## src/rtl/core/sparse_image_run_chunker_core_macros.svh

```systemverilog
// assertion macros used by the chunker back end
`ifndef SPARSE_IMAGE_RUN_CHUNKER_CORE_MACROS_SVH
`define SPARSE_IMAGE_RUN_CHUNKER_CORE_MACROS_SVH

// same-cycle implication, checked outside reset
`define SIRC_ASSERT_NOW(label, ante, cons, msg) \
  label: assert property (@(posedge clk) disable iff (rst) (ante) |-> (cons)) else $error(msg);

// next-cycle implication, checked outside reset
`define SIRC_ASSERT_NEXT(label, ante, cons, msg) \
  label: assert property (@(posedge clk) disable iff (rst) (ante) |=> (cons)) else $error(msg);

`endif

```

## src/rtl/core/sirc_pkg.sv

```systemverilog
`timescale 1ns / 1ps

package sirc_pkg;

  // image geometry and run limits
  localparam int BLOCK_WORDS = 256;
  localparam int MAX_RUN     = 65535;
  localparam int POS_W       = $clog2(BLOCK_WORDS);

  // chunk sizing
  localparam int HDR_BYTES   = 12;
  localparam int FILL_BYTES  = 16;
  localparam int BYTES_W     = 26;
  localparam int BYTES_MAX   = (1 << BYTES_W) - 1;
  localparam int COUNT_W     = 16;
  localparam int WORD_W      = 32;

  // queue sizes
  localparam int BQ_DEPTH    = 2;
  localparam int BQ_PTR_W    = 1;
  localparam int OQ_DEPTH    = 4;
  localparam int OQ_PTR_W    = 2;

  // chunk kinds
  localparam logic KIND_RAW  = 1'b0;
  localparam logic KIND_FILL = 1'b1;

  // one finished block as seen by the back end
  typedef struct packed {
    logic              fill;
    logic [WORD_W-1:0] fword;
    logic              eoi;
  } block_desc_t;

  // one chunk descriptor
  typedef struct packed {
    logic               kind;
    logic [COUNT_W-1:0] count;
    logic [WORD_W-1:0]  fill_value;
    logic [BYTES_W-1:0] bytes;
    logic               final_of_item;
    logic               image_done;
  } chunk_t;

endpackage

```

## src/rtl/core/sirc_front.sv

```systemverilog
`timescale 1ns / 1ps

module sirc_front (
  input  logic                      clk,
  input  logic                      rst,
  input  logic                      accept,
  input  logic [sirc_pkg::WORD_W-1:0] data_word,
  input  logic                      end_of_image,
  output logic                      desc_push,
  output sirc_pkg::block_desc_t     desc
);
  import sirc_pkg::*;

  logic [POS_W-1:0]  word_position;
  logic [WORD_W-1:0] block_first_word;
  logic              block_uniform;

  logic              at_first;
  logic              at_last;
  logic [WORD_W-1:0] first_now;
  logic              uniform_now;

  // classify the word against the block's first word
  always_comb begin
    at_first    = (word_position == '0);
    at_last     = (word_position == POS_W'(BLOCK_WORDS - 1));
    first_now   = at_first ? data_word : block_first_word;
    uniform_now = at_first ? 1'b1 : (block_uniform && (data_word == block_first_word));
  end

  // descriptor of a completed block
  always_comb begin
    desc_push  = accept && at_last;
    desc.fill  = uniform_now;
    desc.fword = uniform_now ? first_now : '0;
    desc.eoi   = end_of_image;
  end

  // block position and running uniformity
  always_ff @(posedge clk) begin
    if (rst) begin
      word_position    <= '0;
      block_first_word <= '0;
      block_uniform    <= 1'b1;
    end else if (accept) begin
      if (at_last) begin
        word_position <= '0;
        block_uniform <= 1'b1;
      end else begin
        word_position <= word_position + POS_W'(1);
        block_uniform <= uniform_now;
      end
      block_first_word <= first_now;
    end
  end

endmodule

```

## src/rtl/core/sirc_blk_queue.sv

```systemverilog
`timescale 1ns / 1ps

module sirc_blk_queue (
  input  logic                  clk,
  input  logic                  rst,
  input  logic                  wr_en,
  input  sirc_pkg::block_desc_t wr_data,
  output logic                  full,
  input  logic                  rd_en,
  output logic                  rd_valid,
  output sirc_pkg::block_desc_t rd_data
);
  import sirc_pkg::*;

  block_desc_t         slot [BQ_DEPTH];
  logic [BQ_PTR_W-1:0] wr_ptr;
  logic [BQ_PTR_W-1:0] rd_ptr;
  logic [BQ_PTR_W:0]   count;

  // status and head
  always_comb begin
    full     = (count == (BQ_PTR_W + 1)'(BQ_DEPTH));
    rd_valid = (count != '0);
    rd_data  = slot[rd_ptr];
  end

  // pointers and fill level
  always_ff @(posedge clk) begin
    if (rst) begin
      wr_ptr <= '0;
      rd_ptr <= '0;
      count  <= '0;
    end else begin
      if (wr_en) begin
        wr_ptr <= wr_ptr + BQ_PTR_W'(1);
      end
      if (rd_en) begin
        rd_ptr <= rd_ptr + BQ_PTR_W'(1);
      end
      if (wr_en && !rd_en) begin
        count <= count + (BQ_PTR_W + 1)'(1);
      end else if (rd_en && !wr_en) begin
        count <= count - (BQ_PTR_W + 1)'(1);
      end
    end
  end

  // storage
  always_ff @(posedge clk) begin
    if (wr_en) begin
      slot[wr_ptr] <= wr_data;
    end
  end

endmodule

```

## src/rtl/core/sirc_out_queue.sv

```systemverilog
`timescale 1ns / 1ps

module sirc_out_queue (
  input  logic             clk,
  input  logic             rst,
  input  logic             wr_en,
  input  sirc_pkg::chunk_t wr_data,
  output logic             full,
  input  logic             rd_en,
  output logic             empty,
  output sirc_pkg::chunk_t rd_data
);
  import sirc_pkg::*;

  chunk_t              slot [OQ_DEPTH];
  logic [OQ_PTR_W-1:0] wr_ptr;
  logic [OQ_PTR_W-1:0] rd_ptr;
  logic [OQ_PTR_W:0]   count;

  // status and head
  always_comb begin
    full    = (count == (OQ_PTR_W + 1)'(OQ_DEPTH));
    empty   = (count == '0);
    rd_data = slot[rd_ptr];
  end

  // pointers and fill level
  always_ff @(posedge clk) begin
    if (rst) begin
      wr_ptr <= '0;
      rd_ptr <= '0;
      count  <= '0;
    end else begin
      if (wr_en) begin
        wr_ptr <= wr_ptr + OQ_PTR_W'(1);
      end
      if (rd_en) begin
        rd_ptr <= rd_ptr + OQ_PTR_W'(1);
      end
      if (wr_en && !rd_en) begin
        count <= count + (OQ_PTR_W + 1)'(1);
      end else if (rd_en && !wr_en) begin
        count <= count - (OQ_PTR_W + 1)'(1);
      end
    end
  end

  // storage
  always_ff @(posedge clk) begin
    if (wr_en) begin
      slot[wr_ptr] <= wr_data;
    end
  end

endmodule

```

## src/rtl/core/sirc_back.sv

```systemverilog
`timescale 1ns / 1ps

`include "sparse_image_run_chunker_core_macros.svh"

module sirc_back (
  input  logic                  clk,
  input  logic                  rst,
  input  logic                  desc_valid,
  input  sirc_pkg::block_desc_t desc,
  output logic                  desc_pop,
  input  logic                  out_full,
  output logic                  out_push,
  output sirc_pkg::chunk_t      out_chunk
);
  import sirc_pkg::*;

  logic               run_open;
  logic               run_is_fill;
  logic [WORD_W-1:0]  run_fill_word;
  logic [COUNT_W-1:0] run_length;

  logic               busy;
  logic               brk;
  logic               close_new;
  logic [COUNT_W-1:0] new_len;
  logic               brk_push;

  // build one chunk descriptor from run fields
  function automatic chunk_t make_chunk(input logic is_fill, input logic [WORD_W-1:0] fword,
                                        input logic [COUNT_W-1:0] len, input logic fin,
                                        input logic done);
    chunk_t     c;
    logic [31:0] raw_bytes;
    raw_bytes = 32'(len) * 32'(BLOCK_WORDS * 4) + 32'(HDR_BYTES);
    c.kind          = is_fill ? KIND_FILL : KIND_RAW;
    c.count         = len;
    c.fill_value    = is_fill ? fword : '0;
    if (is_fill) begin
      c.bytes = BYTES_W'(FILL_BYTES);
    end else if (raw_bytes > 32'(BYTES_MAX)) begin
      c.bytes = BYTES_W'(BYTES_MAX);
    end else begin
      c.bytes = raw_bytes[BYTES_W-1:0];
    end
    c.final_of_item = fin;
    c.image_done    = done;
    return c;
  endfunction

  // decide what the head block does to the open run
  always_comb begin
    busy      = desc_valid && !out_full;
    brk       = run_open && ((run_is_fill != desc.fill) ||
                             (desc.fill && (run_fill_word != desc.fword)));
    new_len   = run_open ? (run_length + COUNT_W'(1)) : COUNT_W'(1);
    close_new = (32'(new_len) >= 32'(MAX_RUN)) || desc.eoi;
    brk_push  = busy && brk;
    desc_pop  = busy && !brk;
    out_push  = brk_push || (desc_pop && close_new);
    if (brk) begin
      // broken run goes out first; the new run of length one opens once the head block is popped
      out_chunk = make_chunk(run_is_fill, run_fill_word, run_length,
                             !((1 >= MAX_RUN) || desc.eoi), 1'b0);
    end else begin
      out_chunk = make_chunk(desc.fill, desc.fword, new_len, 1'b1, desc.eoi);
    end
  end

  // run state
  always_ff @(posedge clk) begin
    if (rst) begin
      run_open      <= 1'b0;
      run_is_fill   <= 1'b0;
      run_fill_word <= '0;
      run_length    <= '0;
    end else if (brk_push) begin
      run_open   <= 1'b0;
      run_length <= '0;
    end else if (desc_pop) begin
      if (close_new) begin
        run_open      <= 1'b0;
        run_is_fill   <= 1'b0;
        run_fill_word <= '0;
        run_length    <= '0;
      end else begin
        run_open      <= 1'b1;
        run_is_fill   <= desc.fill;
        run_fill_word <= desc.fword;
        run_length    <= new_len;
      end
    end
  end

  // checks on run bookkeeping
  `SIRC_ASSERT_NOW(a_open_len, 1'b1, run_open == (run_length != '0), "run_open and length disagree")
  `SIRC_ASSERT_NOW(a_len_max, 1'b1, 32'(run_length) < 32'(MAX_RUN), "open run reached limit")
  `SIRC_ASSERT_NOW(a_done_final, out_push && out_chunk.image_done, out_chunk.final_of_item, "image end chunk not final")
  `SIRC_ASSERT_NEXT(a_brk_closes, brk_push, !run_open, "run still open after break")

endmodule

```

## src/rtl/core/sparse_image_run_chunker_core.sv

```systemverilog
`timescale 1ns / 1ps

// a block's chunk reaches the result ports through the block queue and the result queue;
//   when the block first closes a run of another kind, the broken run's chunk goes out first
// throughput: one word per cycle while full is low; the back end handles each block and
//   each run break while the next block's words still arrive
// reset: synchronous, clears block position, run state and both queues
module sparse_image_run_chunker_core (
  input  logic                          clk,
  input  logic                          rst,
  input  logic                          push,
  output logic                          full,
  input  logic [31:0]                   data_word,
  input  logic                          end_of_image,
  output logic                          empty,
  input  logic                          pop,
  output logic                          chunk_kind,
  output logic [15:0]                   block_count,
  output logic [31:0]                   fill_value,
  output logic [25:0]                   chunk_bytes,
  output logic                          final_of_item,
  output logic                          image_done
);
  import sirc_pkg::*;

  logic        accept;
  logic        desc_push;
  block_desc_t desc_in;
  logic        bq_full;
  logic        desc_pop;
  logic        desc_valid;
  block_desc_t desc_head;
  logic        out_push;
  chunk_t      out_chunk;
  logic        oq_full;
  chunk_t      head;

  // input handshake
  assign full   = bq_full;
  assign accept = push && !full;

  // front: block classification
  sirc_front u_front (
    .clk          (clk),
    .rst          (rst),
    .accept       (accept),
    .data_word    (data_word),
    .end_of_image (end_of_image),
    .desc_push    (desc_push),
    .desc         (desc_in)
  );

  // queue of finished blocks
  sirc_blk_queue u_blk_queue (
    .clk      (clk),
    .rst      (rst),
    .wr_en    (desc_push),
    .wr_data  (desc_in),
    .full     (bq_full),
    .rd_en    (desc_pop),
    .rd_valid (desc_valid),
    .rd_data  (desc_head)
  );

  // back: run tracking and chunk emission
  sirc_back u_back (
    .clk        (clk),
    .rst        (rst),
    .desc_valid (desc_valid),
    .desc       (desc_head),
    .desc_pop   (desc_pop),
    .out_full   (oq_full),
    .out_push   (out_push),
    .out_chunk  (out_chunk)
  );

  // result queue
  sirc_out_queue u_out_queue (
    .clk     (clk),
    .rst     (rst),
    .wr_en   (out_push),
    .wr_data (out_chunk),
    .full    (oq_full),
    .rd_en   (pop && !empty),
    .empty   (empty),
    .rd_data (head)
  );

  // result fields
  assign chunk_kind    = head.kind;
  assign block_count   = head.count;
  assign fill_value    = head.fill_value;
  assign chunk_bytes   = head.bytes;
  assign final_of_item = head.final_of_item;
  assign image_done    = head.image_done;

endmodule

```

## config.mk

```make
export PLATFORM = sky130hd
export DESIGN_NAME = sparse_image_run_chunker_core
export DESIGN_NICKNAME = d
export VERILOG_FILES = /design/src/rtl/core/sirc_pkg.sv /design/src/rtl/core/sirc_front.sv /design/src/rtl/core/sirc_blk_queue.sv /design/src/rtl/core/sirc_out_queue.sv /design/src/rtl/core/sirc_back.sv /design/src/rtl/core/sparse_image_run_chunker_core.sv
export VERILOG_INCLUDE_DIRS = /design/src /design/src/rtl/core
export SDC_FILE = /design/constraint.sdc
export NUM_CORES = 1
export LEC_CHECK = 0
export BUFFER_PORTS_ARGS = -buffer_cell sky130_fd_sc_hd__buf_2
export CORE_ASPECT_RATIO = 0.8
export CORE_UTILIZATION = 58
export DETAILED_ROUTE_END_ITERATION = 12
export GPL_TIMING_DRIVEN = 0
export PLACE_DENSITY = 0.76
export SETUP_SLACK_MARGIN = 0.3
export SLEW_MARGIN = 15
export SYNTH_ARGS = -nofsm -noshare
export SYNTH_HDL_FRONTEND = slang
export SYNTH_HIERARCHICAL = 1
export SYNTH_SLANG_ARGS = --single-unit
```

## constraint.sdc

```tcl
create_clock -name clk -period 10.74 [get_ports clk]
set_input_delay 1.074 -clock clk [delete_from_list [all_inputs] [get_ports clk]]
set_output_delay 1.074 -clock clk [all_outputs]
set_load 0.05 [all_outputs]
```

**Yosys cells after proc, flatten, opt, wreduce, memory -nomap -nowiden**

Memory sizes are Yosys's and may differ from the RTL's. A register that Yosys moved wholly into a read port is not among the register bits.
Index checks and enable logic that the tools add are counted.

- Memories kept: 2
- Bits in registers: 102
- Bits in writable memories: 376
- Bits of input ports: 37

- $add $sub $neg: 12
- Reduce and logical (&&, ||, !) cells: 33
- Muxes and demuxes: 31
- Order comparisons: 3
- Equal/unequal tests: 6
- Bitwise logic cells: 1

Memory list:

| name | depth | width | read ports | clocked after Yosys merged registers in | write ports | RTL line | RTL |
|---|---|---|---|---|---|---|---|
| u_out_queue.slot | 4 | 77 | 1 | 1 | 1 | sirc_out_queue.sv:15 | `chunk_t slot [OQ_DEPTH];` |
| u_blk_queue.slot | 2 | 34 | 1 | 1 | 1 | sirc_blk_queue.sv:15 | `block_desc_t slot [BQ_DEPTH];` |

Operator list:

| cell | count |
|---|---|
| $mux 32 | 5 |
| $mux 26 | 4 |
| $mux 77 | 1 |
| $gt 32x26->1 const B | 2 |
| $add 26x4->27 const B | 2 |
| $eq 32x32->1 | 1 |
| $mux 16 | 2 |
| $ne 32x32->1 | 1 |
| $add 16x1->16 const B | 1 |
| $ge 16x16->1 const B | 1 |
| $logic_and 1x1->1 | 14 |
| $mux 1 | 12 |
| $logic_not 1->1 | 9 |
| $add 8x1->8 const B | 1 |
| $eq 8x8->1 const B | 1 |
| $logic_not 8->1 | 1 |
| $mux 2 | 4 |
| $mux 8 | 1 |
| $add 2x1->2 const B | 3 |
| $mux 3 | 2 |
| $reduce_bool 2->1 | 3 |
| $add 3x1->3 const B | 1 |
| $eq 3x3->1 const B | 1 |
| $logic_not 3->1 | 1 |
| other kinds (9) | 12 |

**Depth between registers and ports, before layout**

- Depth in word-level cells: 12
- Depth in mapped cells: 19
- Mapped depth without buffers: 14

**By module**

Netlist, hierarchy kept.

Modules (own cells, without submodules):

| module | times used | cells each | area an instance (µm²) |
|---|---|---|---|
| sirc_out_queue | 1 | 447 | 11573.6 |
| sirc_back | 1 | 421 | 3510.9 |
| sirc_blk_queue | 1 | 128 | 2662.6 |
| sirc_front | 1 | 314 | 2597.5 |
| sparse_image_run_chunker_core | 1 | 2 | 27.5 |

**Worst setup path before layout**

OpenSTA, ideal clock, no wires.

- Path kind: flip-flop to flip-flop
- Start point: register (tool-made name)
- End point: memory u_out_queue/slot[0][0] (netlist bit) (enable)
- Arrival time: 4429 ps
- Slack: 5867 ps
- Data required time: 10297 ps
- Stages on the path, launching flop included: 15
- Buffers on the path: 5
- Library setup time: 443 ps
- Path through: dfxtp_1 > buf_2 > buf_4 > mux2_2 > xnor2_1 > nand4_1 > nor4_1 > nand4_1 > and2_1 > buf_4 > clkbuf_1 > clkbuf_1 > nor2_1 > nor2_1 > and2_1

RTL lines:

| element | RTL line |
|---|---|
| to (decl) | sirc_out_queue.sv:15 |

==> impl_metrics.env <==
export IMPL_slowest_delay_ps=540
export IMPL_post_cts_setup_buffers=0
export IMPL_layout_drive_gt1_share=0.261
export IMPL_grt_max_degree=49
export IMPL_grt_pass1_vias=11500
export IMPL_die_w_microns=212
export IMPL_vias_per_cell=5.96
export IMPL_syn_inst=1312
export IMPL_synthArstFlopShare=0
export IMPL_power_density_mw_per_mm2=248
export IMPL_dpl_cell_area_sq_mm=0.0217
export IMPL_initial_utilization=0.598
export IMPL_tns_ps=0
export IMPL_cts_resized=0
export IMPL_synth_edff_count=376
export IMPL_rsz0062_at_grt="no"
export IMPL_path_class="reg2reg"
export IMPL_clock_latency_ps=570
export IMPL_clock_path_buffers=3
export IMPL_finalCriticalPeriod_ps=4970
export IMPL_p_leak_nw=8.03
export IMPL_n_fill_cell=2316
export IMPL_antenna_found_initial=0
export IMPL_crit_family="buffers and inverters"
export IMPL_cts_sinks=481
export IMPL_die_h_microns=170
export IMPL_dpl_hpwl_microns=29600
export IMPL_setup_ws_ps=5780
export IMPL_cp_arrival_ps=5450
export IMPL_synth_seq_cells=481
export IMPL_ys_seq_area_frac=0.657
export IMPL_crit_buf_inv=6
export IMPL_maxCapViolCount=0
export IMPL_io_buffers=114
export IMPL_drt_iter0_drc=1191
export IMPL_overflow=0
export IMPL_syn_avg_cell_area_sq_um=15.5
export IMPL_startpoint_type="flip-flop"
export IMPL_cts_buffers=46
export IMPL_seqCellArea_sq_mm=0.0134
export IMPL_cts_tree="done"
export IMPL_slowest_stage="clkbuf_1"
export IMPL_worstPathCellList="buf_2 > buf_4 > mux2_2 > xnor2_1 > nand4_1 > nor3_1 > nand4_1 > and2_1 > buf_4 > clkbuf_1 > clkbuf_1 > nor2_1 > nor2_1 > ha_1 > inv_1 > fa_1 > xor2_1 > or3_1 > a21oi_1"
export IMPL_fin_total_pwr_mw=5.77
export IMPL_fin_area_sq_mm=0.0232
export IMPL_synth_common_cells="edfxtp_1, dfxtp_1, nand2_1"
export IMPL_clock_skew_ps=20.4
export IMPL_worst_pin_slew_ps=713
export IMPL_routed_wl_microns=44200
export IMPL_synth_top_cells_by_area="edfxtp_1, dfxtp_1, mux4_2, xnor2_1, a22o_1"
export IMPL_fin_nets=1533
export IMPL_vias=11900
export IMPL_yosysUniqueCellTypes=65
export IMPL_yosysMostFrequentCell="edfxtp_1"
export IMPL_holdBufCountCts=0
export IMPL_syn_area_sq_mm=0.0204
export IMPL_place_ws_ps=5900
export IMPL_track_usage=0.252
export IMPL_cts_clk_slew_worst_paths_ps=60
export IMPL_drt_pass1_iter_count=5
export IMPL_relSlewSlack=0.521
export IMPL_drc_errors=0
export IMPL_cts_htree_levels=2
export IMPL_critPathCaptureType="flip-flop"
export IMPL_hold_ws_ps=511
export IMPL_final_setup_viol_count=0
export IMPL_num_antenna_cells=0
export IMPL_fmax_ghz=0.201
export IMPL_fin_crit_sh=0.462
export IMPL_critical_path_peak_fanout=10
export IMPL_finalHoldViolations=0
export IMPL_ir_worst_vdd_uv=248
export IMPL_cts_root_buffer="clkbuf_16"
export IMPL_core_sq_mm=0.0341
export IMPL_synth_ff_type="edfxtp_1"
export IMPL_report_final_slew_viol_count=0
export IMPL_die_area_sq_mm=0.0359
export IMPL_multi_input_area_sq_mm=0.00634
export IMPL_outcome="finished clean"
export IMPL_min_path_type="reg2reg"
export IMPL_crit_required_ps=11230
export IMPL_synth_top_area_frac=0.554
export IMPL_synth_top_area_cell="edfxtp_1"
export IMPL_io_pins=116
export IMPL_postRouteAntennaNets=0
export IMPL_avgRoutedWirePerCell_microns=22.2
export IMPL_area_growth_syn_to_layout_pct=14.1
export IMPL_ys_warn_count=6
export IMPL_grt_pass1_wl_microns=67700
export IMPL_row_count=60
export IMPL_gp_congestion=0.919
## kinds of logic (layout without fill, tap and decap cells)
group / Yosys count / in the layout / synth area share
adders and majority gates: 10 / 10 / 0.00651
xor gates and xnor gates: 91 / 91 / 0.0391
and+or+nand+nor: 278 / 278 / 0.0739
buffers and inverters: 121 / 327 / 0.0335
AOI/OAI and AO/OA: 178 / 178 / 0.0646
other: 1 / 7 / 0.000184
DFF: 481 / 481 / 0.657
muxes: 152 / 152 / 0.125
## state kept, by name, summed over array words and instances (netlist names), named ones only
signal                    flops
u_blk_queue/rd_ptr            1
u_back/run_length            16
u_back/run_is_fill            1
u_front/block_first_word     32
u_out_queue/slot            308
u_front/word_position         8
u_out_queue/count             3
u_out_queue/rd_ptr            2
u_back/run_open               1
u_out_queue/wr_ptr            2
u_blk_queue/wr_ptr            1
u_front/block_uniform         1
u_blk_queue/count             2
u_back/run_fill_word         32
u_blk_queue/slot             68
## worst paths after layout
check,startpoint,end,slack [ps],cells after the start
setup reg to reg,flip-flop,u_out_queue/count[2]$_SDFFE_PP0P_,5780,19
setup / recovery,flip-flop,u_out_queue/count[2]$_SDFFE_PP0P_,5780,19
hold / removal,u_front/block_first_word[0]$_SDFFE_PP0P_,u_front/block_first_word[0]$_SDFFE_PP0P_,510,2
hold reg to reg,u_front/block_first_word[0]$_SDFFE_PP0P_,u_front/block_first_word[0]$_SDFFE_PP0P_,510,2
## power breakdown
part           switching (mW)  leakage [nW]  internal, mW  total [mW]
registers              0.0816          4.30          2.23        2.31
clock network           0.677         0.747         0.947        1.62
logic                    1.22          2.98         0.608        1.83
total                    1.98          8.03          3.78        5.77
## worst register-to-register path, cell delays in order, from the launching register on
cell and delay (ps):
dfxtp_1 300, buf_2 200, buf_4 220, mux2_2 420, xnor2_1 180, nand4_1 120, nor3_1 70, nand4_1 230
and2_1 180, buf_4 170, clkbuf_1 310, clkbuf_1 540, nor2_1 110, nor2_1 490, ha_1 300, inv_1 60
fa_1 370, xor2_1 180, or3_1 300, a21oi_1 150
## layout by cell type (no fill, tap or decap), types with 6 or more instances in the layout
cell	n
mux4_2	77
edfxtp_1	376
clkinv_2	8
o31ai_1	6
nand4_1	14
a31o_1	6
buf_12	6
dfxtp_1	105
xnor2_1	69
clkbuf_16	47
buf_4	23
ha_1	9
nor2_1	68
mux2i_1	38
o21ai_1	48
mux2_2	34
nand2_1	78
nor3_1	11
a21oi_1	19
inv_1	24
clkinv_1	10
a22o_1	67
clkbuf_1	47
nor4_1	6
conb_1	7
o31ai_2	9
buf_6	7
nand3_1	39
or4_1	14
buf_2	131
xor2_1	22
## metal layers
| layer | vias to the layer above | routed length (microns) | GRT usage |
|---|---|---|---|
| met1 | 5977 | 20700 | 0.396 |
| met4 | 0 | 674 | 0.0520 |
| li1 | 5370 | - | - |
| met5 | - | 0 | 0 |
| met2 | 453 | 19400 | 0.365 |
| met3 | 57 | 3390 | 0.0501 |
## per-stage QoR
step	instances	utilization
finish	1989	0.682
global route	1989	0.682
CTS	1989	0.682
detailed placement	1903	0.637
global placement	1897	0.632
floorplan	1318	-
## area by class of cell
class | instances | share of cell area
well taps | 465 | 0.0250
plain buffers | 97 | 0.0255
clock inverters | 28 | 0.0121
clock buffers | 58 | 0.0537
multi-input cells | 716 | 0.273
repair buffers | 120 | 0.0310
inverters | 24 | 0.00388
flip-flops and latches | 481 | 0.576
(Power assumes the default switching activity.)
